File: src/hdl/assert_macros.svh
// Assertion helpers included by the top-level RTL file.
`ifndef ASSERT_MACROS_SVH
`define ASSERT_MACROS_SVH

// Check a property at every rising clock edge outside reset.
`define ASSERT_ALWAYS(label, prop, msg) \
    label: assert property (@(posedge i_clk) disable iff (!i_rst_n) (prop)) \
        else $error(msg);

// Check that a condition implies another one in the same cycle.
`define ASSERT_IMPLY(label, ante, cons, msg) \
    label: assert property (@(posedge i_clk) disable iff (!i_rst_n) \
        (ante) |-> (cons)) else $error(msg);

`endif

File: src/hdl/vdd_pkg.sv
`default_nettype none

package vdd_pkg;

    // Field and accumulator widths
    localparam int VAL_W     = 32;
    localparam int ACC_W     = 64;
    localparam int COORD_W   = 20;
    localparam int INDEX_BITS = 20;
    // Index bits that take part in the sparse match
    localparam int CMP_BITS  = (INDEX_BITS < COORD_W) ? INDEX_BITS : COORD_W;

    // Front-to-back queue
    localparam int QDEPTH = 4;
    localparam int QPTR_W = (QDEPTH > 1) ? $clog2(QDEPTH) : 1;
    localparam int QCNT_W = $clog2(QDEPTH + 1);

    localparam logic signed [ACC_W-1:0] ACC_MAX = {1'b0, {(ACC_W-1){1'b1}}};
    localparam logic signed [ACC_W-1:0] ACC_MIN = {1'b1, {(ACC_W-1){1'b0}}};

    typedef enum logic [1:0] {
        FUNC_DENSE  = 2'd0,
        FUNC_FIRST  = 2'd1,
        FUNC_SECOND = 2'd2
    } t_func;

    // One classified transaction handed from front to back
    typedef struct packed {
        logic signed [VAL_W-1:0] dot_x;
        logic signed [VAL_W-1:0] dot_y;
        logic signed [VAL_W-1:0] sq_first;
        logic signed [VAL_W-1:0] sq_second;
        logic        [VAL_W-1:0] mag;
        logic                    sparse;
        logic                    last;
    } t_op;

    typedef struct packed {
        logic [QCNT_W-1:0] count;
        logic              full;
    } t_q_status;

    // Add two signed values and clamp to the signed range
    function automatic logic signed [ACC_W-1:0] sat_add(
        input logic signed [ACC_W-1:0] a,
        input logic signed [ACC_W-1:0] b
    );
        logic signed [ACC_W:0] s;
        s = {a[ACC_W-1], a} + {b[ACC_W-1], b};
        if (s[ACC_W] != s[ACC_W-1]) begin
            return s[ACC_W] ? ACC_MIN : ACC_MAX;
        end
        return s[ACC_W-1:0];
    endfunction

endpackage

`default_nettype wire

File: src/hdl/vdd_queue.sv
`default_nettype none

module vdd_queue (
    input  wire logic               i_clk,
    input  wire logic               i_rst_n,
    input  wire logic               i_push,
    input  wire vdd_pkg::t_op       i_op,
    output logic                    o_valid,
    input  wire logic               i_pop,
    output vdd_pkg::t_op            o_op,
    output vdd_pkg::t_q_status      o_status
);
    import vdd_pkg::*;

    t_op               r_mem [QDEPTH];
    logic [QPTR_W-1:0] r_wr_ptr, r_rd_ptr;
    logic [QCNT_W-1:0] r_count;
    logic              do_push, do_pop;

    assign o_status.count = r_count;
    assign o_status.full  = (r_count == QCNT_W'(QDEPTH));
    assign o_valid        = (r_count != '0);
    assign o_op           = r_mem[r_rd_ptr];

    assign do_push = i_push && !o_status.full;
    assign do_pop  = i_pop && o_valid;

    // Store the incoming transaction
    always_ff @(posedge i_clk) begin
        if (do_push) begin
            r_mem[r_wr_ptr] <= i_op;
        end
    end

    // Advance pointers and fill count
    always_ff @(posedge i_clk) begin
        if (!i_rst_n) begin
            r_wr_ptr <= '0;
            r_rd_ptr <= '0;
            r_count  <= '0;
        end else begin
            if (do_push) begin
                r_wr_ptr <= (r_wr_ptr == QPTR_W'(QDEPTH - 1)) ? '0 : r_wr_ptr + 1'b1;
            end
            if (do_pop) begin
                r_rd_ptr <= (r_rd_ptr == QPTR_W'(QDEPTH - 1)) ? '0 : r_rd_ptr + 1'b1;
            end
            if (do_push && !do_pop) begin
                r_count <= r_count + 1'b1;
            end else if (do_pop && !do_push) begin
                r_count <= r_count - 1'b1;
            end
        end
    end

endmodule

`default_nettype wire

File: config.mk
export PLATFORM = sky130hd
export DESIGN_NAME = vdd_queue
export DESIGN_NICKNAME = d
export VERILOG_FILES = /design/src/hdl/assert_macros.svh /design/src/hdl/vdd_pkg.sv /design/src/hdl/vdd_queue.sv
export SDC_FILE = /design/constraint.sdc
export NUM_CORES = 1
export LEC_CHECK = 0
export ABC_AREA = 1
export BUFFER_PORTS_ARGS = -buffer_cell sky130_fd_sc_hd__buf_4
export CAP_MARGIN = 10
export CORE_MARGIN = 3
export CORE_UTILIZATION = 45
export CTS_CLUSTER_SIZE = 25
export DETAILED_ROUTE_END_ITERATION = 10
export REMOVE_ABC_BUFFERS = 1
export SLEW_MARGIN = 5
export SYNTH_ARGS = -nofsm -noshare
export SYNTH_HDL_FRONTEND = slang
export SYNTH_SLANG_ARGS = --single-unit
File: constraint.sdc
create_clock -name i_clk -period 17.54 [get_ports i_clk]
set_input_delay 2.631 -clock i_clk [delete_from_list [all_inputs] [get_ports i_clk]]
set_output_delay 2.631 -clock i_clk [all_outputs]
set_load 0.03 [all_outputs]
==> flow_metrics.env, run 1 <==
export IMPL_synth_most_common_cell="edfxtp_1"
export IMPL_ys_seq_area_share_pct=79.87
export IMPL_drtIter0Drc=906
export IMPL_worst_pin_slew_ns=1.224
export IMPL_grt_busiest_layer="met2"
export IMPL_place_inst=2578
export IMPL_numPortBuffers=332
export IMPL_post_route_min_period_ns=6.394
export IMPL_syn2layout_area_growth_pct=20.08
export IMPL_cts_resized=0
export IMPL_grt_max_degree=234
export IMPL_cts_hold_buffers=0
export IMPL_fin_cells=2700
export IMPL_p_per_area_mw_per_mm2=167.8
export IMPL_met2_usage_pct=29.84
export IMPL_drv_slew=0
export IMPL_grt_first_pass_wirelength_um=84150
export IMPL_num_io_pins=333
export IMPL_die_h_um=239.8
export IMPL_crit_path_end_kind="output port"
export IMPL_critPathKind="flop to output port"
export IMPL_synthCells=1637
export IMPL_rsz0062_at_grt="false"
export IMPL_wl_per_cell_um=20.95
export IMPL_synth_commonest_cells="edfxtp_1, nor2_1, o21ai_0, o22ai_1, clkbuf_1"
export IMPL_hold_class="flop to flop"
export IMPL_fillers=4427
export IMPL_clock_skew_ns=0.01663
export IMPL_syn_cell_area_mm2=0.02459
export IMPL_regArea_mm2=0.01965
export IMPL_dp_hpwl_um=30910
export IMPL_critical_path_slowest_cell="buf_4"
export IMPL_cap_violations=0
export IMPL_clkTransAtPathRegs_ns=0.06
export IMPL_timing_setup_tns_ns=0
export IMPL_grt_usage_pct=19.16
export IMPL_pre_cts_ws_ns=11.96
export IMPL_initial_core_util_pct=45.60
export IMPL_cpMostUsedCell="buf_4"
export IMPL_arrival_ns=3.76
export IMPL_clk_insertion_delay_late_ns=0.59
export IMPL_vias_per_cell=5.410
export IMPL_slew_limit_headroom_pct=18.40
export IMPL_outcome="completed"
export IMPL_drive_gt1_share_pct=22.54
export IMPL_fin_util_pct=54.76
export IMPL_gp_congestion=0.7486
export IMPL_drcViolationCount=0
export IMPL_leakagePower_nw=10.26
export IMPL_antenna_left=0
export IMPL_cpPeakStageDelay_ns=0.85
export IMPL_use_met3_pct=5.089
export IMPL_overflow=0
export IMPL_max_freq_mhz=156.4
export IMPL_cts_setup_buffers=0
export IMPL_yosys_area_top_type="edfxtp_1"
export IMPL_vias=14606
export IMPL_cts_buffers=68
export IMPL_cts_htree_levels=3
export IMPL_synth_flop_cell="edfxtp_1"
export IMPL_yosysWarnings=0
export IMPL_root_buffer="clkbuf_16"
export IMPL_crit_fanout=233
export IMPL_place_area_mm2=0.02738
export IMPL_ys_top_cells_by_area="edfxtp_1, o21ai_0, nor2_1"
export IMPL_critPathRequiredTime_ns=14.91
export IMPL_synthArstFlopShare_pct=0
export IMPL_setup_violations=0
export IMPL_core_mm2=0.05392
export IMPL_yosysTopAreaCellShare_pct=79.14
export IMPL_totalWireLength_um=56550
export IMPL_std_cell_rows=85
export IMPL_avgSynthCellArea_um2=15.02
export IMPL_clock_sinks=657
export IMPL_cts_tree="done"
export IMPL_dieArea_mm2=0.05748
export IMPL_met1_usage_pct=26.12
export IMPL_finalNetCount=2125
export IMPL_cts_buffer_depth=3
export IMPL_synth_enable_flop_cells=648
export IMPL_synth_distinct_cells=25
export IMPL_finalCritPeriodShare_pct=36.46
export IMPL_ys_ff_latch=657
export IMPL_antenna_found_initial=7
export IMPL_grt_pass1_vias=14285
export IMPL_multiInputGateArea_mm2=0.004141
export IMPL_hold_viol_final=0
export IMPL_fin_ws_ns=11.15
export IMPL_drt_pass1_iterations=5
export IMPL_dieWidth_um=239.8
export IMPL_crit_chain="inv_12 > buf_4 > o21ai_0 > o22ai_1 > buf_4"
export IMPL_irDropWorstVdd_v=0.0001321
export IMPL_startpoint_type="flop"
export IMPL_fin_area_mm2=0.02953
[placed cells by master (no fill, tap or decap)]
master and n:
nand4_1 1, clkinv_8 1, diode_2 3, inv_4 1
fa_1 1, ha_1 6, o21ai_1 24, clkinvlp_4 2
nand2_1 15, clkinv_2 8, nand3_1 1, inv_12 1
dfxtp_1 7, o22ai_1 161, clkbuf_1 15, buf_4 351
clkinv_1 13, inv_1 16, dfxtp_4 2, edfxtp_1 648
o21ai_0 302, nand3b_1 1, clkbuf_16 70, inv_6 4
a21oi_1 2, bufinv_16 6, nor2_4 4, nor2_1 337
o22ai_2 1
[final timing paths]
kind	endpoint	depth (start not counted)	slack, ns	start
max	o_op[2]	5	11.15	flop
min	r_count[0]	2	0.53	r_count[0]
max reg2reg	r_mem[1][116]	6	14.16	r_count[1]
min reg2reg	r_count[0]	2	0.53	r_count[0]
[critical path: cells and delay by family (launching register included)]
| kind | cells | cell delay (ns) |
|---|---|---|
| flip-flops | 1 | 0.56 |
| AO/OA/AOI/OAI | 2 | 0.45 |
| buffers and inverters | 3 | 1.60 |
[layout make-up]
type	instances	area share [%]
antenna	3	0.02542
sequential	657	66.54
clock inverter	34	1.136
clock buffer	85	6.123
multi-input combinational	856	14.03
tap	696	2.949
timing repair buffer	351	8.924
inverter	18	0.2797
[through the flow]
stage	hold slack [ns]	total power [mW]
global placement	0.5100	3.596
global route	0.5627	5.187
CTS	0.5347	5.016
finish	0.5309	4.956
floorplan	0.5013	3.000
detailed placement	0.5239	3.614
[registers in the layout (all words and copies together) (netlist names), named ones only]
signal / flops
r_rd_ptr: 2
r_mem: 648
r_count: 3
r_wr_ptr: 2
[power breakdown]
| part | switching, mW | leakage (nW) | internal [mW] | total [mW] |
|---|---|---|---|---|
| sequential | 0.0593 | 6.01 | 1.91 | 1.97 |
| clock | 0.575 | 1.04 | 0.820 | 1.40 |
| combinational | 1.11 | 3.20 | 0.480 | 1.59 |
| total | 1.74 | 10.3 | 3.21 | 4.96 |
[cells by family after synthesis]
group,Yosys count,share of synthesized area (%)
compound gates,490,10.82
flops,657,79.87
buf+inv,124,3.409
fa+ha+maj,7,0.3867
simple gates,359,5.511
[per-layer routing]
| metal | share of wire, % | routed length (µm) |
|---|---|---|
| met3 | 7.5 | 4254 |
| met2 | 47 | 26640 |
| met1 | 43 | 24170 |
| met5 | 0.10 | 58 |
| met4 | 2.5 | 1434 |
(Power assumes the default switching activity.)
==> inputs of run 2 (changes only) <==
- ABC_AREA: 1 -> 0
- PLACE_DENSITY: not set -> 0.65
- clock period: 17.54 -> 6.35 ns (I/O delays scaled with it)
==> run 2 against run 1 <==
  * Sequential share of layout area increased by 0.49 points
  * Clock skew down 0.0027 ns
  * Via count decreased by 27%
  * Setup slack lost 8.7 ns
  * Register-to-register slack got worse by 11 ns
  * Clock power rose to 2.8 times the previous value
  * Largest cell class unchanged
  * Core utilization up 1.8 points
==> flow_metrics.env, run 2 <==
export IMPL_top_regs="r_mem: 648 flops, r_count: 3 flops"
export IMPL_cpPeakStageDelay_ns=0.74
export IMPL_p_total_mw=12.80
export IMPL_cts_htree_levels=3
export IMPL_p_seq_share_pct=42.4
export IMPL_syn2layout_area_growth_pct=23.08
export IMPL_cts_buffers=69
export IMPL_yosys_area_top_type="edfxtp_1"
export IMPL_power_switching_mw=3.802
export IMPL_dieArea_mm2=0.05572
export IMPL_p_sw_share_pct=29.70
export IMPL_p_per_area_mw_per_mm2=436.6
export IMPL_crit_path_end_kind="output port"
export IMPL_finalNetCount=1447
export IMPL_grt_pass1_vias=11354
export IMPL_pre_cts_ws_ns=2.835
export IMPL_vias=10640
export IMPL_cts_setup_buffers=0
export IMPL_rrSetupSlack_ns=3.33
export IMPL_totalWireLength_um=46100
export IMPL_drv_slew=0
export IMPL_clock_sinks=657
export IMPL_wl_per_cell_um=22.92
export IMPL_overflow=0
export IMPL_hold_viol_final=0
export IMPL_place_area_mm2=0.02710
export IMPL_std_cell_rows=83
export IMPL_crit_chain="buf_12 > mux4_2 > buf_4"
export IMPL_grt_first_pass_wirelength_um=70020
export IMPL_irDropWorstVdd_v=0.0003593
export IMPL_slew_limit_headroom_pct=33.41
export IMPL_grt_max_degree=99
export IMPL_outcome="completed"
export IMPL_rsz0062_at_grt="false"
export IMPL_avgSynthCellArea_um2=26.55
export IMPL_antenna_left=0
export IMPL_syn_cell_area_mm2=0.02382
export IMPL_hold_class="flop to flop"
export IMPL_final_common_cell="edfxtp_1"
export IMPL_cts_hold_buffers=0
export IMPL_clkTransAtPathRegs_ns=0.06
export IMPL_clock_skew_ns=0.01393
export IMPL_largest_register_ffs=648
export IMPL_synth_flop_cell="edfxtp_1"
export IMPL_regMostFlops="r_mem"
export IMPL_startpoint_type="flop"
export IMPL_synth_enable_flop_cells=648
export IMPL_critPathRequiredTime_ns=5.40
export IMPL_synthCells=897
export IMPL_cts_buffer_depth=3
export IMPL_clk_insertion_delay_late_ns=0.58
export IMPL_num_io_pins=333
export IMPL_drive_gt1_share_pct=45.90
export IMPL_ys_top_cells_by_area="edfxtp_1, mux4_2, dfxtp_1"
export IMPL_critPathKind="flop to output port"
export IMPL_ys_ff_latch=657
export IMPL_antenna_found_initial=2
export IMPL_dp_hpwl_um=27200
export IMPL_gp_congestion=0.7044
export IMPL_drt_pass1_iterations=4
export IMPL_worst_pin_slew_ns=0.9989
export IMPL_synth_distinct_cells=23
export IMPL_dieWidth_um=236.1
export IMPL_cts_resized=0
export IMPL_layout_common_cells="edfxtp_1, buf_4, mux4_2, clkbuf_16, clkinv_1"
export IMPL_cap_violations=0
export IMPL_p_int_mw=8.997
export IMPL_crit_fanout=98
export IMPL_cts_tree="done"
export IMPL_initial_core_util_pct=45.96
export IMPL_drtIter0Drc=670
export IMPL_yosysWarnings=0
export IMPL_die_h_um=236.1
export IMPL_finalCritPeriodShare_pct=62.17
export IMPL_pwr_share_clk_pct=30.2
export IMPL_vias_per_cell=5.291
export IMPL_post_route_min_period_ns=3.948
export IMPL_drcViolationCount=0
export IMPL_leakagePower_nw=9.757
export IMPL_synth_commonest_cells="edfxtp_1, mux4_2, buf_2, buf_6, dfxtp_1"
export IMPL_synth_most_common_cell="edfxtp_1"
export IMPL_numPortBuffers=332
export IMPL_arrival_ns=3.00
export IMPL_yosysTopAreaCellShare_pct=81.71
export IMPL_max_freq_mhz=253.3
export IMPL_setup_violations=0
export IMPL_ys_seq_area_share_pct=82.46
export IMPL_core_mm2=0.05182
export IMPL_fin_ws_ns=2.402
export IMPL_root_buffer="clkbuf_16"
export IMPL_fin_area_mm2=0.02931
export IMPL_power_frac_comb_pct=27.3
export IMPL_critical_path_slowest_cell="dfxtp_4"
export IMPL_grt_usage_pct=16.51
export IMPL_synthArstFlopShare_pct=0
-- run 2: cell count changes in the layout (fill, tap and decap cells not counted), sizes merged, moves of 8 or more --
cell    change
clkinv      +8
nand2       -9
nor2      -339
mux4      +162
inv        -14
o22ai     -162
o21ai     -323
-- run 2: cell families after synthesis --
| group | synth area share, % |
|---|---|
| adder cells (fa/ha/maj) | 0.3993 |
| multiplexers | 15.45 |
| XOR/XNOR | 0.07357 |
| AND/OR/NAND/NOR | 0.4361 |
| flip-flops | 82.46 |
| buffers and inverters | 1.056 |
| AO/OA/AOI/OAI | 0.1261 |
-- run 2: per-stage QoR --
step,hold slack [ns],utilization [%],instances,setup TNS (ns)
after global placement,0.4877,52.30,1883,0
after floorplan,0.4677,-,859,-350.67
after detailed placement,0.5173,52.30,1883,0
after CTS,0.5058,56.55,2009,0
after global routing,0.5220,56.56,2010,0
final,0.5127,56.56,2011,0
-- run 2: critical path: cells and delay by family (launching register included) --
kind	cells	cell delay (ns)
buffers and inverters	2	0.75
flip-flops	1	0.74
multiplexers	1	0.65
-- run 2: final timing paths --
path / start / end / cells past startpoint
worst max register to register: r_count[0] / r_mem[2][47] / 4
worst max-delay path: flop / o_op[68] / 3
worst min-delay path: r_rd_ptr[1] / flop / 2
worst min register to register: r_rd_ptr[1] / flop / 2
-- run 2: final cells by class --
cell class,instances,area [µm²]
Fill cell,3828,22510
Sequential cell,657,19650
Multi-Input combinational cell,199,3935
Timing Repair Buffer,344,2658
Clock buffer,82,1839
Tap cell,680,850.8
Clock inverter,44,366.6
Inverter,3,11.26
Antenna cell,2,5.005
-- run 2: power groups by stage --
stage	logic (mW)	registers (mW)	clock network, mW
floorplan	2.22	5.75	0
global placement	3.56	5.50	0
global route	3.68	5.48	4.16
detailed placement	3.57	5.53	0
CTS	3.58	5.44	3.98
finish	3.50	5.43	3.87
-- run 2: layer usage --
metal | GRT usage [%] | vias to the layer above | wire [µm]
met5 | 0 | - | 0
met4 | 5.033 | 0 | 1001
met3 | 5.121 | 69 | 3399
met2 | 26.49 | 320 | 23020
met1 | 21.93 | 5599 | 18680
li1 | - | 4652 | -
