File: src/hdl/assert_macros.svh
// Assertion helpers included by the top-level RTL file.
`ifndef ASSERT_MACROS_SVH
`define ASSERT_MACROS_SVH

// Check a property at every rising clock edge outside reset.
`define ASSERT_ALWAYS(label, prop, msg) \
    label: assert property (@(posedge i_clk) disable iff (!i_rst_n) (prop)) \
        else $error(msg);

// Check that a condition implies another one in the same cycle.
`define ASSERT_IMPLY(label, ante, cons, msg) \
    label: assert property (@(posedge i_clk) disable iff (!i_rst_n) \
        (ante) |-> (cons)) else $error(msg);

`endif

File: src/hdl/vdd_pkg.sv
`default_nettype none

package vdd_pkg;

    // Field and accumulator widths
    localparam int VAL_W     = 32;
    localparam int ACC_W     = 64;
    localparam int COORD_W   = 20;
    localparam int INDEX_BITS = 20;
    // Index bits that take part in the sparse match
    localparam int CMP_BITS  = (INDEX_BITS < COORD_W) ? INDEX_BITS : COORD_W;

    // Front-to-back queue
    localparam int QDEPTH = 4;
    localparam int QPTR_W = (QDEPTH > 1) ? $clog2(QDEPTH) : 1;
    localparam int QCNT_W = $clog2(QDEPTH + 1);

    localparam logic signed [ACC_W-1:0] ACC_MAX = {1'b0, {(ACC_W-1){1'b1}}};
    localparam logic signed [ACC_W-1:0] ACC_MIN = {1'b1, {(ACC_W-1){1'b0}}};

    typedef enum logic [1:0] {
        FUNC_DENSE  = 2'd0,
        FUNC_FIRST  = 2'd1,
        FUNC_SECOND = 2'd2
    } t_func;

    // One classified transaction handed from front to back
    typedef struct packed {
        logic signed [VAL_W-1:0] dot_x;
        logic signed [VAL_W-1:0] dot_y;
        logic signed [VAL_W-1:0] sq_first;
        logic signed [VAL_W-1:0] sq_second;
        logic        [VAL_W-1:0] mag;
        logic                    sparse;
        logic                    last;
    } t_op;

    typedef struct packed {
        logic [QCNT_W-1:0] count;
        logic              full;
    } t_q_status;

    // Add two signed values and clamp to the signed range
    function automatic logic signed [ACC_W-1:0] sat_add(
        input logic signed [ACC_W-1:0] a,
        input logic signed [ACC_W-1:0] b
    );
        logic signed [ACC_W:0] s;
        s = {a[ACC_W-1], a} + {b[ACC_W-1], b};
        if (s[ACC_W] != s[ACC_W-1]) begin
            return s[ACC_W] ? ACC_MIN : ACC_MAX;
        end
        return s[ACC_W-1:0];
    endfunction

endpackage

`default_nettype wire

File: src/hdl/vdd_front.sv
`default_nettype none

module vdd_front (
    input  wire logic                          i_clk,
    input  wire logic                          i_rst_n,
    input  wire logic                          i_in_valid,
    output logic                               o_in_ready,
    input  wire logic [1:0]                    i_func,
    input  wire logic [vdd_pkg::COORD_W-1:0]   i_coord_index,
    input  wire logic signed [vdd_pkg::VAL_W-1:0] i_value_first,
    input  wire logic signed [vdd_pkg::VAL_W-1:0] i_value_second,
    input  wire logic                          i_last,
    input  wire vdd_pkg::t_q_status            i_q_status,
    output logic                               o_push,
    output vdd_pkg::t_op                       o_op
);
    import vdd_pkg::*;

    logic                    r_pend_valid, n_pend_valid;
    logic                    r_pend_side,  n_pend_side;
    logic [CMP_BITS-1:0]     r_pend_index, n_pend_index;
    logic signed [VAL_W-1:0] r_pend_value, n_pend_value;

    logic                    accept;
    logic [CMP_BITS-1:0]     idx;
    logic signed [VAL_W:0]   diff;
    logic [VAL_W:0]          diff_abs;
    logic                    side;
    logic signed [VAL_W-1:0] sval;
    logic                    match;

    assign o_in_ready = !i_q_status.full;
    assign accept     = i_in_valid && o_in_ready;
    assign o_push     = accept;
    assign idx        = i_coord_index[CMP_BITS-1:0];

    // Magnitude of the coordinate difference; always fits in 32 bits
    assign diff     = {i_value_first[VAL_W-1], i_value_first}
                    - {i_value_second[VAL_W-1], i_value_second};
    assign diff_abs = diff[VAL_W] ? -diff : diff;

    assign side  = (i_func == FUNC_SECOND);
    assign sval  = side ? i_value_second : i_value_first;
    assign match = r_pend_valid && (r_pend_side != side) && (r_pend_index == idx);

    // Classify the transaction and track the pending sparse element
    always_comb begin
        n_pend_valid = r_pend_valid;
        n_pend_side  = r_pend_side;
        n_pend_index = r_pend_index;
        n_pend_value = r_pend_value;

        o_op.dot_x     = '0;
        o_op.dot_y     = '0;
        o_op.sq_first  = '0;
        o_op.sq_second = '0;
        o_op.mag       = '0;
        o_op.sparse    = 1'b0;
        o_op.last      = i_last;

        case (i_func)
            FUNC_DENSE: begin
                o_op.dot_x     = i_value_first;
                o_op.dot_y     = i_value_second;
                o_op.sq_first  = i_value_first;
                o_op.sq_second = i_value_second;
                o_op.mag       = diff_abs[VAL_W-1:0];
                n_pend_valid   = 1'b0;
            end
            FUNC_FIRST, FUNC_SECOND: begin
                o_op.sparse = 1'b1;
                if (side) begin
                    o_op.sq_second = sval;
                end else begin
                    o_op.sq_first = sval;
                end
                if (match) begin
                    o_op.dot_x   = r_pend_value;
                    o_op.dot_y   = sval;
                    n_pend_valid = 1'b0;
                end else begin
                    n_pend_valid = 1'b1;
                    n_pend_side  = side;
                    n_pend_index = idx;
                    n_pend_value = sval;
                end
            end
            default: begin
            end
        endcase

        // Drop any pending element at the end of a pair
        if (i_last) begin
            n_pend_valid = 1'b0;
            n_pend_side  = 1'b0;
            n_pend_index = '0;
            n_pend_value = '0;
        end
    end

    always_ff @(posedge i_clk) begin
        if (!i_rst_n) begin
            r_pend_valid <= 1'b0;
            r_pend_side  <= 1'b0;
            r_pend_index <= '0;
            r_pend_value <= '0;
        end else if (accept) begin
            r_pend_valid <= n_pend_valid;
            r_pend_side  <= n_pend_side;
            r_pend_index <= n_pend_index;
            r_pend_value <= n_pend_value;
        end
    end

endmodule

`default_nettype wire

File: config.mk
export PLATFORM = sky130hd
export DESIGN_NAME = vdd_front
export DESIGN_NICKNAME = d
export VERILOG_FILES = /design/src/hdl/assert_macros.svh /design/src/hdl/vdd_pkg.sv /design/src/hdl/vdd_front.sv
export SDC_FILE = /design/constraint.sdc
export NUM_CORES = 1
export LEC_CHECK = 0
export ABC_CLOCK_PERIOD_IN_PS = 5200
export CAP_MARGIN = 40
export CORE_UTILIZATION = 50
export CTS_CLUSTER_SIZE = 10
export DETAILED_ROUTE_END_ITERATION = 12
export DONT_BUFFER_PORTS = 1
export SYNTH_ARGS = -nofsm -noshare
export SYNTH_HDL_FRONTEND = slang
export SYNTH_SLANG_ARGS = --single-unit
File: constraint.sdc
create_clock -name i_clk -period 5.2 [get_ports i_clk]
set_input_delay 0.26 -clock i_clk [delete_from_list [all_inputs] [get_ports i_clk]]
set_output_delay 0.26 -clock i_clk [all_outputs]
set_load 0.05 [all_outputs]
==> impl_results.md, run 1 <==
- Max VDD drop: ~0.00024 V
- Starting Density: about half
- Via count: slightly above 7000
- Synth top area share: between 15 and 20%
- Sw frac: 48.8%
- Mapped Cells: around 930
- DR iter-0 viols: 536
- Sequential share of power: 24.4%
- Clock Skew: about 0.0028 ns
- TritonCTS buffer count: 5
- Post-synth cell types: 73
- Power share of the combinational group: between 50% and 60%
- H-tree Lvls: 2
- Hold-fix buffers, CTS: 0
- Sw power: 0.000856 W
- I/O Buffers: 0
- Area Overhead vs Synth: 7.90%
- Power density over the cells: roughly 230 nW/um^2
- Nets: roughly 1000
- Top_reg_cell synth: dfxtp_1
- Post-synth EDFFs: 0
- Yosys reg bits: 54
- Initial antenna violation count: 0
- CP Class: input pin to primary output
- Setup Fix Bufs, Post-CTS: 0
- Final cell count without fillers: 1069
- CTS clk-pin slew, worst paths: about 0.07 ns
- Required @ worst endpoint: around 4.9 ns
- Internal cell power: roughly 0.0009 W
- Share of cells above drive strength 1: 14.2%
- DRT Pass-1 Iters: 5
- Top-Level Pins: around 260
- Slew margin rel.: a little under two fifths
- Die W: between 100 and 150 um
- Synth warn: 0
- Outcome: finished clean
- Data arrival, critical path: between 4 and 5 ns
- CTS tree: yes
- Worst slew pin tran: a little over 0.9 ns
- Crit share post-route: between 90 and 100%
- Hold crit path type: input pin to flop
- Fill count: approximately 1300
- CP Max Fanout: 6
- Total die area: roughly 14000 sq um
- Mapped Area: 6950 sq um
- Post-route ant nets: 0
- Global-route wire length before repair: approximately 35000 um
- Asr flop ratio synth: 0%
- Standard-cell rows: 42
- Placer Congestion: slightly below 1
- All-Layer GR Usage: between 30% and 40%
- Register area share after synthesis: 15.5%
- Setup crit start kind: input pin
- Syn Nets: 1057
- Core Area: roughly 13000 sq um
- Most area-consuming cells after synthesis: dfxtp_1 16%, a22o_1 8.1%, ha_1 6.5%
- Setup crit end kind: primary output
- Post-DP HPWL: 18300 um
- Clk root buf: clkbuf_16
- Pin count of the biggest net entering global routing: 65
- Clk buf depth: 2
- Cell leakage power: approximately 2.9 nW
- Clk network pwr share: 18.3%
- Setup TNS: 0 ns
- RSZ-0062 raised after global routing: no
- Max Cap Viol: 0
- # DRC: 0
- Cell count after placement: roughly 1100
- Tmin final: 4.75 ns
- Vias per cell: a little under 7
- Routed WL per cell: between 20 and 25 um
- Top cells by count, synth: 64 x a22o_1, 64 x nor2b_1, 63 x clkbuf_1, 55 x and2_1, 54 x dfxtp_1
- Fin util: 56.0%
- Area leader, netlist: dfxtp_1
- # setup viols final: 0
- Vias in the first global route: about 6600
- Fmax: 0.211 GHz
- Max-slew violation count: 0
- Final Hold Viols: 0
- Routed Wire Length: 23400 um
- Post-CTS sizing: 0
- Die Y: around 120 um
- Latest clock arrival within the worst-skew pair: 0.29 ns
- Gr ovfl total: 0
- Sink Count: between 50 and 60
- Mean post-synth cell area: 7.51 sq um
stage by stage:
stage                     total power (W)  setup WS [ns]  hold WS [ns]  area (sq um)
after global placement            0.00141          0.578         0.394          7240
after CTS                         0.00175          0.500        0.0994          7500
after floorplan                   0.00127          0.661         0.388          6950
after detailed placement          0.00143          0.499         0.400          7360
final                             0.00176          0.454         0.101          7500
after global routing              0.00184          0.284        0.0957          7500
final cells by class:
class	instances	area, sq um	share of cell area, %
clock inverters	2	10.0	0.133
clock buffers	5	125	1.67
well taps	176	220	2.94
inverters	49	184	2.45
repair buffers	31	277	3.69
flip-flops and latches	54	1080	14.4
multi-input cells	751	5600	74.7
diodes	1	2.50	0.0334
kinds of logic after synthesis:
family / Yosys count / share of synthesized area, %
compound gates: 294 / 31.1
xor+xnor: 66 / 8.31
fa+ha+maj: 37 / 6.77
buf+inv: 121 / 6.68
flops: 54 / 15.5
mux: 35 / 5.65
simple gates: 319 / 26.0
cell usage in the layout, fill, tap and decap left out, drive strengths merged, types with 11 or more instances in the layout:
cell and instances:
buf 31, o21ai 33, a31oi 11, nor3 43, a21o 14, xor2 18
nand3 15, dfxtp 54, nor2b 64, and2 55, a21oi 45, ha 36
nand4 13, nor2 31, inv 49, a22oi 53, mux2 34, a22o 64
xnor2 48, nand2 47
flip-flops by register name (all words and copies together) (netlist names):
| signal | flops |
|---|---|
| r_pend_index | 20 |
| r_pend_side | 1 |
| r_pend_valid | 1 |
| r_pend_value | 32 |
power groups by stage:
stage / Clock, W / Combinational (W) / Sequential [W]
finish: 0.000321 / 0.00101 / 0.000429
floorplan: 0 / 0.000836 / 0.000437
CTS: 0.000326 / 0.000998 / 0.000429
detailed placement: 0 / 0.000996 / 0.000438
global route: 0.000337 / 0.00107 / 0.000430
global placement: 0 / 0.000970 / 0.000437
worst paths after layout:
check,from,end,slack (ns),depth (start not counted)
worst min-delay path,i_rst_n,r_pend_index[13],0.10,1
worst max-delay path,i_value_first[0],o_op[33],0.45,14
worst min register to register,r_pend_value[9],r_pend_value[9],0.53,2
worst max register to register,r_pend_index[5],r_pend_value[16],2.69,10
worst max-delay path, cell delays in order:
cell and delay, ns:
inv_1 0.14, ha_1 0.21, inv_1 0.06, fa_1 0.40
a21o_1 0.25, a221oi_2 0.37, o21ai_1 0.17, xor2_1 0.21
a211oi_1 0.44, or4b_4 0.57, nor3_4 0.26, a41oi_2 0.18
or4b_1 0.51, nand4_1 0.45
layer usage:
layer / track usage [%] / share of wire (%) / up-vias
li1: - / - / 3333
met1: 42.1 / 44 / 3458
met2: 47.3 / 44 / 351
met3: 6.51 / 8.8 / 58
met4: 10.2 / 2.8 / 0
met5: 0 / 0 / -
No activity file was read; power rests on OpenSTA's default activity.
==> run 2: changes to the inputs <==
ABC_AREA = 1   (was not set)
==> run 2 against run 1 <==
Sequential power grew 4%; global-route usage grew 4.4 points; wire length grew 28%; critical endpoint is now o_op[19]; flip-flop and latch count is the same; total power grew 14%.
==> impl_results.md, run 2 <==
- Outcome: finished clean
- H-tree Lvls: 2
- All-Layer GR Usage: between 30% and 40%
- Sink Count: 54
- DR iter-0 viols: 697
- Mapped Area: 8020 sq um
- Compound-Gate Fraction of Synth Area: ~17%
- Vias in the first global route: 8448
- CP Max Fanout: 37
- Vias per cell: 5.48
- Setup crit start kind: input pin
- Pwr Total: about 0.002 W
- Synth top area share: 19.5%
- Post-DP HPWL: between 20000 and 25000 um
- Top cells by count, synth: 416 x nand2_1, 241 x inv_1, 213 x nor2_1, 126 x o21ai_0, 96 x nand3_1
- DRT Pass-1 Iters: 5
- Sw power: ~0.0010 W
- Pin count of the biggest net entering global routing: 68
- Setup WS pre-CTS: between 1 and 1.5 ns
- Total die area: 16600 sq um
- Setup crit end kind: primary output
- Required @ worst endpoint: around 4.9 ns
- Yosys reg bits: 54
- Final Hold Viols: 0
- Share of cells above drive strength 1: between 10% and 20%
- Top_reg_cell synth: dfxtp_1
- Fin worst setup slack: 1.16 ns
- # setup viols final: 0
- # DRC: 0
- Synth warn: 0
- Area Overhead vs Synth: 16.2%
- Biggest regs: r_pend_value (32), r_pend_index (20)
- Mapped Cells: roughly 1500
- Biggest register: r_pend_value
- RSZ-0062 raised after global routing: no
- Cell leakage power: approximately 5.0 nW
- Setup Fix Bufs, Post-CTS: 0
- Final cell count without fillers: between 1500 and 2000
- Synth Area in Adders: about 5.9%
- Syn Nets: 1659
- Die W: roughly 130 um
- Clk buf depth: 2
- Gr ovfl total: 0
- TritonCTS buffer count: 5
- Post-Layout Inst Area: slightly above 9000 sq um
- Routed WL per cell: 16.7 um
- Core Area: 15400 sq um
- Count leader, synth: nand2_1
- Tmin final: approximately 4 ns
- Post-synthesis simple-gate area fraction: a little under half
- Clock Skew: between 0.008 and 0.009 ns
- Cell count after placement: about 1800
- Placed cell areas: between 9000 and 10000 sq um
- Top-Level Pins: 258
- CP Class: input pin to primary output
- Internal cell power: between 0.0009 and 0.001 W
- Asr flop ratio synth: 0%
- Post-synthesis xor/xnor area fraction: less than 1%
- Sw frac: between 50 and 60%
- Data arrival, critical path: ~3.8 ns
- Crit share post-route: 77.7%
- Standard-cell rows: between 40 and 50
- CTS clk-pin slew, worst paths: approximately 0.070 ns
- Placer Congestion: about 0.96
- Power density over the cells: 214 nW/um^2
- Worst slew pin tran: around 0.9 ns
- Clk network pwr share: between 10% and 20%
- # diodes: 0
- I/O Buffers: 0
- Latest clock arrival within the worst-skew pair: 0.30 ns
- Max VDD drop: between 0.00015 and 0.0002 V
- Power share of the combinational group: between 50% and 60%
- Initial antenna violation count: 0
- Area leader, netlist: nand2_1
- Starting Density: approximately half
- Routed Wire Length: roughly 30000 um
- CTS tree: yes
- Die Y: between 100 and 150 um
- Max-slew violation count: 0
- Mean post-synth cell area: ~5.2 sq um
- Mux contribution to synthesized area: 0%
- Hold-fix buffers, CTS: 0
- Global-route wire length before repair: between 40000 and 50000 um
- Hold crit path type: input pin to flop
- Via count: roughly 9800
- Max Cap Viol: 0
- Setup TNS: 0 ns
- Most frequent cells in the layout: 415 x nand2_1, 241 x inv_1, 212 x nor2_1, 110 x buf_4, 96 x nand3_1
- Largest register FFs: 32
- Sequential share of power: between 20% and 30%
- Clk root buf: clkbuf_16
- Fmax: between 0.2 and 0.25 GHz
- Nets: ~1700
- Most area-consuming cells after synthesis: nand2_1 19%, dfxtp_1 13%, inv_1 11%
- Register area share after synthesis: a little over an eighth
- Largest family of logic cells by synthesized area: simple AND/OR/NAND/NOR gates
- Slew margin rel.: slightly below 40%
- Commonest non-fill, non-tap cell in the layout: nand2_1
- Post-CTS sizing: 0
- Post-synth EDFFs: 0
- Post-route ant nets: 0
- Post-synth cell types: 47
-- run 2: final cells by class --
| type | instances | area, sq um |
|---|---|---|
| clock buffers | 6 | 139 |
| clock inverters | 1 | 30.0 |
| fillers | 1652 | 6110 |
| inverters | 254 | 953 |
| multi-input cells | 1154 | 5920 |
| flip-flops and latches | 54 | 1080 |
| well taps | 211 | 264 |
| repair buffers | 116 | 936 |
-- run 2: worst paths after layout --
kind / start / end / slack (ns) / cells past startpoint
max reg2reg: r_pend_index[18] / r_pend_index[3] / 2.60 / 13
min: i_coord_index[12] / r_pend_index[12] / 0.13 / 2
min reg2reg: r_pend_value[19] / r_pend_value[19] / 0.48 / 2
max: i_value_first[0] / o_op[19] / 1.16 / 21
-- run 2: logic make-up (layout without fill, tap and decap cells) --
| kind of cell | after synthesis | count (layout) |
|---|---|---|
| AO/OA/AOI/OAI | 242 | 242 |
| XOR/XNOR | 7 | 7 |
| adder cells (fa/ha/maj) | 37 | 37 |
| buffers and inverters | 320 | 377 |
| flip-flops | 54 | 54 |
| AND/OR/NAND/NOR | 868 | 868 |
-- run 2: through the flow --
stage               hold WS (ns)  utilization, %
floorplan                  0.427               -
global placement           0.433            56.1
detailed placement         0.437            59.3
CTS                        0.127            60.4
global route               0.133            60.4
finish                     0.130            60.4
-- run 2: power by group through the flow --
stage,logic [W],clock network (W),registers (W)
finish,0.00115,0.000392,0.000448
detailed placement,0.00114,0,0.000457
floorplan,0.000899,0,0.000455
CTS,0.00114,0.000398,0.000448
global route,0.00126,0.000415,0.000451
global placement,0.00109,0,0.000457
-- run 2: routing by layer --
| metal | global-route usage [%] | wire length [um] | up-vias |
|---|---|---|---|
| li1 | - | - | 4941 |
| met1 | 43.5 | 12700 | 4349 |
| met2 | 59.5 | 13400 | 470 |
| met3 | 6.61 | 2490 | 85 |
| met4 | 14.5 | 1330 | 0 |
| met5 | 0 | 0 | - |
-- run 2: worst max-delay path, cell delays in order --
cell	delay (ns)
inv_1	0.14
ha_1	0.17
inv_1	0.08
fa_1	0.45
nand3_1	0.11
nand3_1	0.10
nand2_1	0.10
nand2_1	0.11
nand2_1	0.09
nand2_1	0.10
nand2_1	0.14
nand2_1	0.11
a21oi_2	0.16
inv_1	0.08
nand2_1	0.10
nand2_4	0.21
inv_1	0.35
a21oi_1	0.10
nand2_1	0.08
nand2_1	0.04
nor2_1	0.69
==> run 3: changes to the inputs <==
ABC_AREA = 0   (was 1)
ABC_CLOCK_PERIOD_IN_PS = 4070   (was 5200)
clock period = 4.07 ns   (was 5.2 ns; I/O delays follow)
==> run 3 against run 2 <==
Wire length decreased by 20%; hold slack got worse by 0.095 ns; combinational power increased by 29%; clock-buffer cell count decreased by 1; core utilization is 1.6 points higher; sequential power grew 22%; die area down 13%; total power rose by 26%; clock power increased by 23%; worst setup slack worse by 1.1 ns; flip-flop and latch count unchanged; critical path type unchanged; highest routed layer unchanged.
==> impl_results.md, run 3 (same netlist as run 1, synthesis figures left out) <==
- Outcome: finished clean
- Clk root buf: clkbuf_16
- Routed WL per cell: around 21 um
- Share of cells above drive strength 1: between 20% and 30%
- Via count: 7325
- All-Layer GR Usage: around a third
- Largest register FFs: 32
- CP Max Fanout: 6
- Placer Congestion: approximately 1
- Setup crit start kind: input pin
- Hold path depth: 1
- DRT Pass-1 Iters: 5
- Fill count: about 1200
- Max-slew violation count: 0
- Bufs and invs on worst path: 3
- Total die area: approximately 14000 sq um
- Cell leakage power: approximately 3.2 nW
- CP Depth: 15
- Starting Density: between 50% and 60%
- Biggest register: r_pend_value
- Gr ovfl total: 0
- Commonest non-fill, non-tap cell in the layout: a22o_1
- Slew margin rel.: slightly below 40%
- # setup viols final: 0
- Crit share post-route: a little over nine tenths
- Clock Skew: ~0.0029 ns
- Hold-fix buffers, CTS: 0
- Die W: roughly 120 um
- Max Cap Viol: 0
- Hold crit path type: input pin to flop
- CTS tree: yes
- Setup WS pre-CTS: -0.108 ns
- Post-DP HPWL: 19100 um
- Fmax: 0.251 GHz
- Latest clock arrival within the worst-skew pair: ~0.29 ns
- Initial antenna violation count: 0
- Setup crit end kind: primary output
- CTS clk-pin slew, worst paths: roughly 0.070 ns
- # diodes: 0
- DR iter-0 viols: 504
- Vias in the first global route: 6861
- Top-Level Pins: between 200 and 300
- Critical path's largest stage delay: roughly 0.57 ns
- Critical-path cell list: clkinvlp_4, ha_2, inv_1, fa_2, a21o_4, a21oi_4, xnor2_2, o32a_1, or3b_4, or4b_4, nor3_4, a41oi_2, or4b_1, nand4_1, buf_12
- Fin worst setup slack: approximately 0.094 ns
- Global-route wire length before repair: around 37000 um
- Slowest-stage cell, CP: or4b_4
- Max VDD drop: roughly 0.00034 V
- Clk buf depth: 2
- # DRC: 0
- H-tree Lvls: 2
- Required @ worst endpoint: 3.87 ns
- Sink Count: between 50 and 60
- Most frequent cells in the layout: 64 x a22o_1, 62 x nor2b_1, 60 x buf_4, 55 x and2_1, 54 x dfxtp_1
- Post-route ant nets: 0
- Setup Fix Bufs, Post-CTS: 0
- Area Overhead vs Synth: 19.5%
- Core Area: 13400 sq um
- I/O Buffers: 0
- Nets: roughly 1100
- Power density over the cells: slightly above 300 nW/um^2
- Worst slew pin tran: 0.900 ns
- Final Hold Viols: 0
- Routed Wire Length: 24000 um
- CP delay by family, top: simple AND/OR/NAND/NOR gates
- Tmin final: about 4 ns
- Biggest regs: r_pend_value (32), r_pend_index (20)
- Setup TNS: 0 ns
- Vias per cell: 6.52
- Data arrival, critical path: roughly 3.8 ns
- Worst r2r path cells: 10
- Pin count of the biggest net entering global routing: 55
- Die Y: roughly 120 um
- Standard-cell rows: between 40 and 50
- CP Class: input pin to primary output
- TritonCTS buffer count: 5
[run 3: changes by cell type in the layout (fill, tap and decap cells not counted), sizes merged, moves of 28 or more]
cell and delta:
a22o +64, a22oi +51, and2 +52, buf -31, inv -204, mux2 +34
nand2 -399, nand3 -90, nor2 -201, nor2b +64, o21ai -98, o22ai -28
xnor2 +43
[run 3: worst paths after layout]
path              slack [ns]              from               end
setup / recovery        0.09  i_value_first[0]          o_op[33]
hold / removal          0.04           i_rst_n  r_pend_index[13]
setup reg to reg        1.62   r_pend_index[5]  r_pend_value[21]
hold reg to reg         0.53      r_pend_valid      r_pend_valid
[run 3: through the flow]
stage          utilization (%)  std cells  total power (W)  hold WS (ns)  area, sq um
2_1_floorplan                -        926          0.00163         0.332         6970
3_3_place_gp              59.2       1104          0.00197         0.338         7940
3_5_place_dp              60.2       1115          0.00200         0.340         8060
4_1_cts                   61.5       1123          0.00249        0.0366         8240
5_1_grt                   62.0       1123          0.00262        0.0374         8310
6_report                  62.0       1123          0.00251        0.0352         8310
[run 3: worst register-to-register path, cell delays in order, from the launching register on]
cell and delay [ns]:
dfxtp_1 0.33, xnor2_1 0.29, nand4_1 0.18, nor4_1 0.33, nand4_1 0.19, nand2_1 0.14
inv_1 0.09, o21ai_4 0.35, buf_4 0.26, a22oi_1 0.09, nor2b_1 0.14
[run 3: repair_timing]
item	in CTS	in global routing
endpoints found under the setup margin	4	24
pin swaps	0	5
gates resized for setup	2	14
[run 3: cell type report]
type	instances	area [sq um]	share of cell area (%)
repair buffers	85	957	11.5
clock inverters	3	45.0	0.542
inverters	49	188	2.26
multi-input cells	751	5690	68.5
well taps	176	220	2.65
clock buffers	5	125	1.51
flip-flops and latches	54	1080	13.0
[run 3: report_power, final]
part	internal [W]	leakage (nW)	switching (W)
registers	0.000540	0.437	0.00000743
clock network	0.000290	0.0760	0.000194
logic	0.000529	2.71	0.000947
total	0.00136	3.22	0.00115
[run 3: layer usage]
| metal | GRT usage (%) | vias to the layer above | wire length (um) |
|---|---|---|---|
| met4 | 8.05 | 0 | 513 |
| met1 | 42.9 | 3502 | 10400 |
| met5 | 0 | - | 0 |
| met2 | 51.4 | 334 | 11100 |
| met3 | 7.27 | 42 | 1940 |
| li1 | - | 3447 | - |
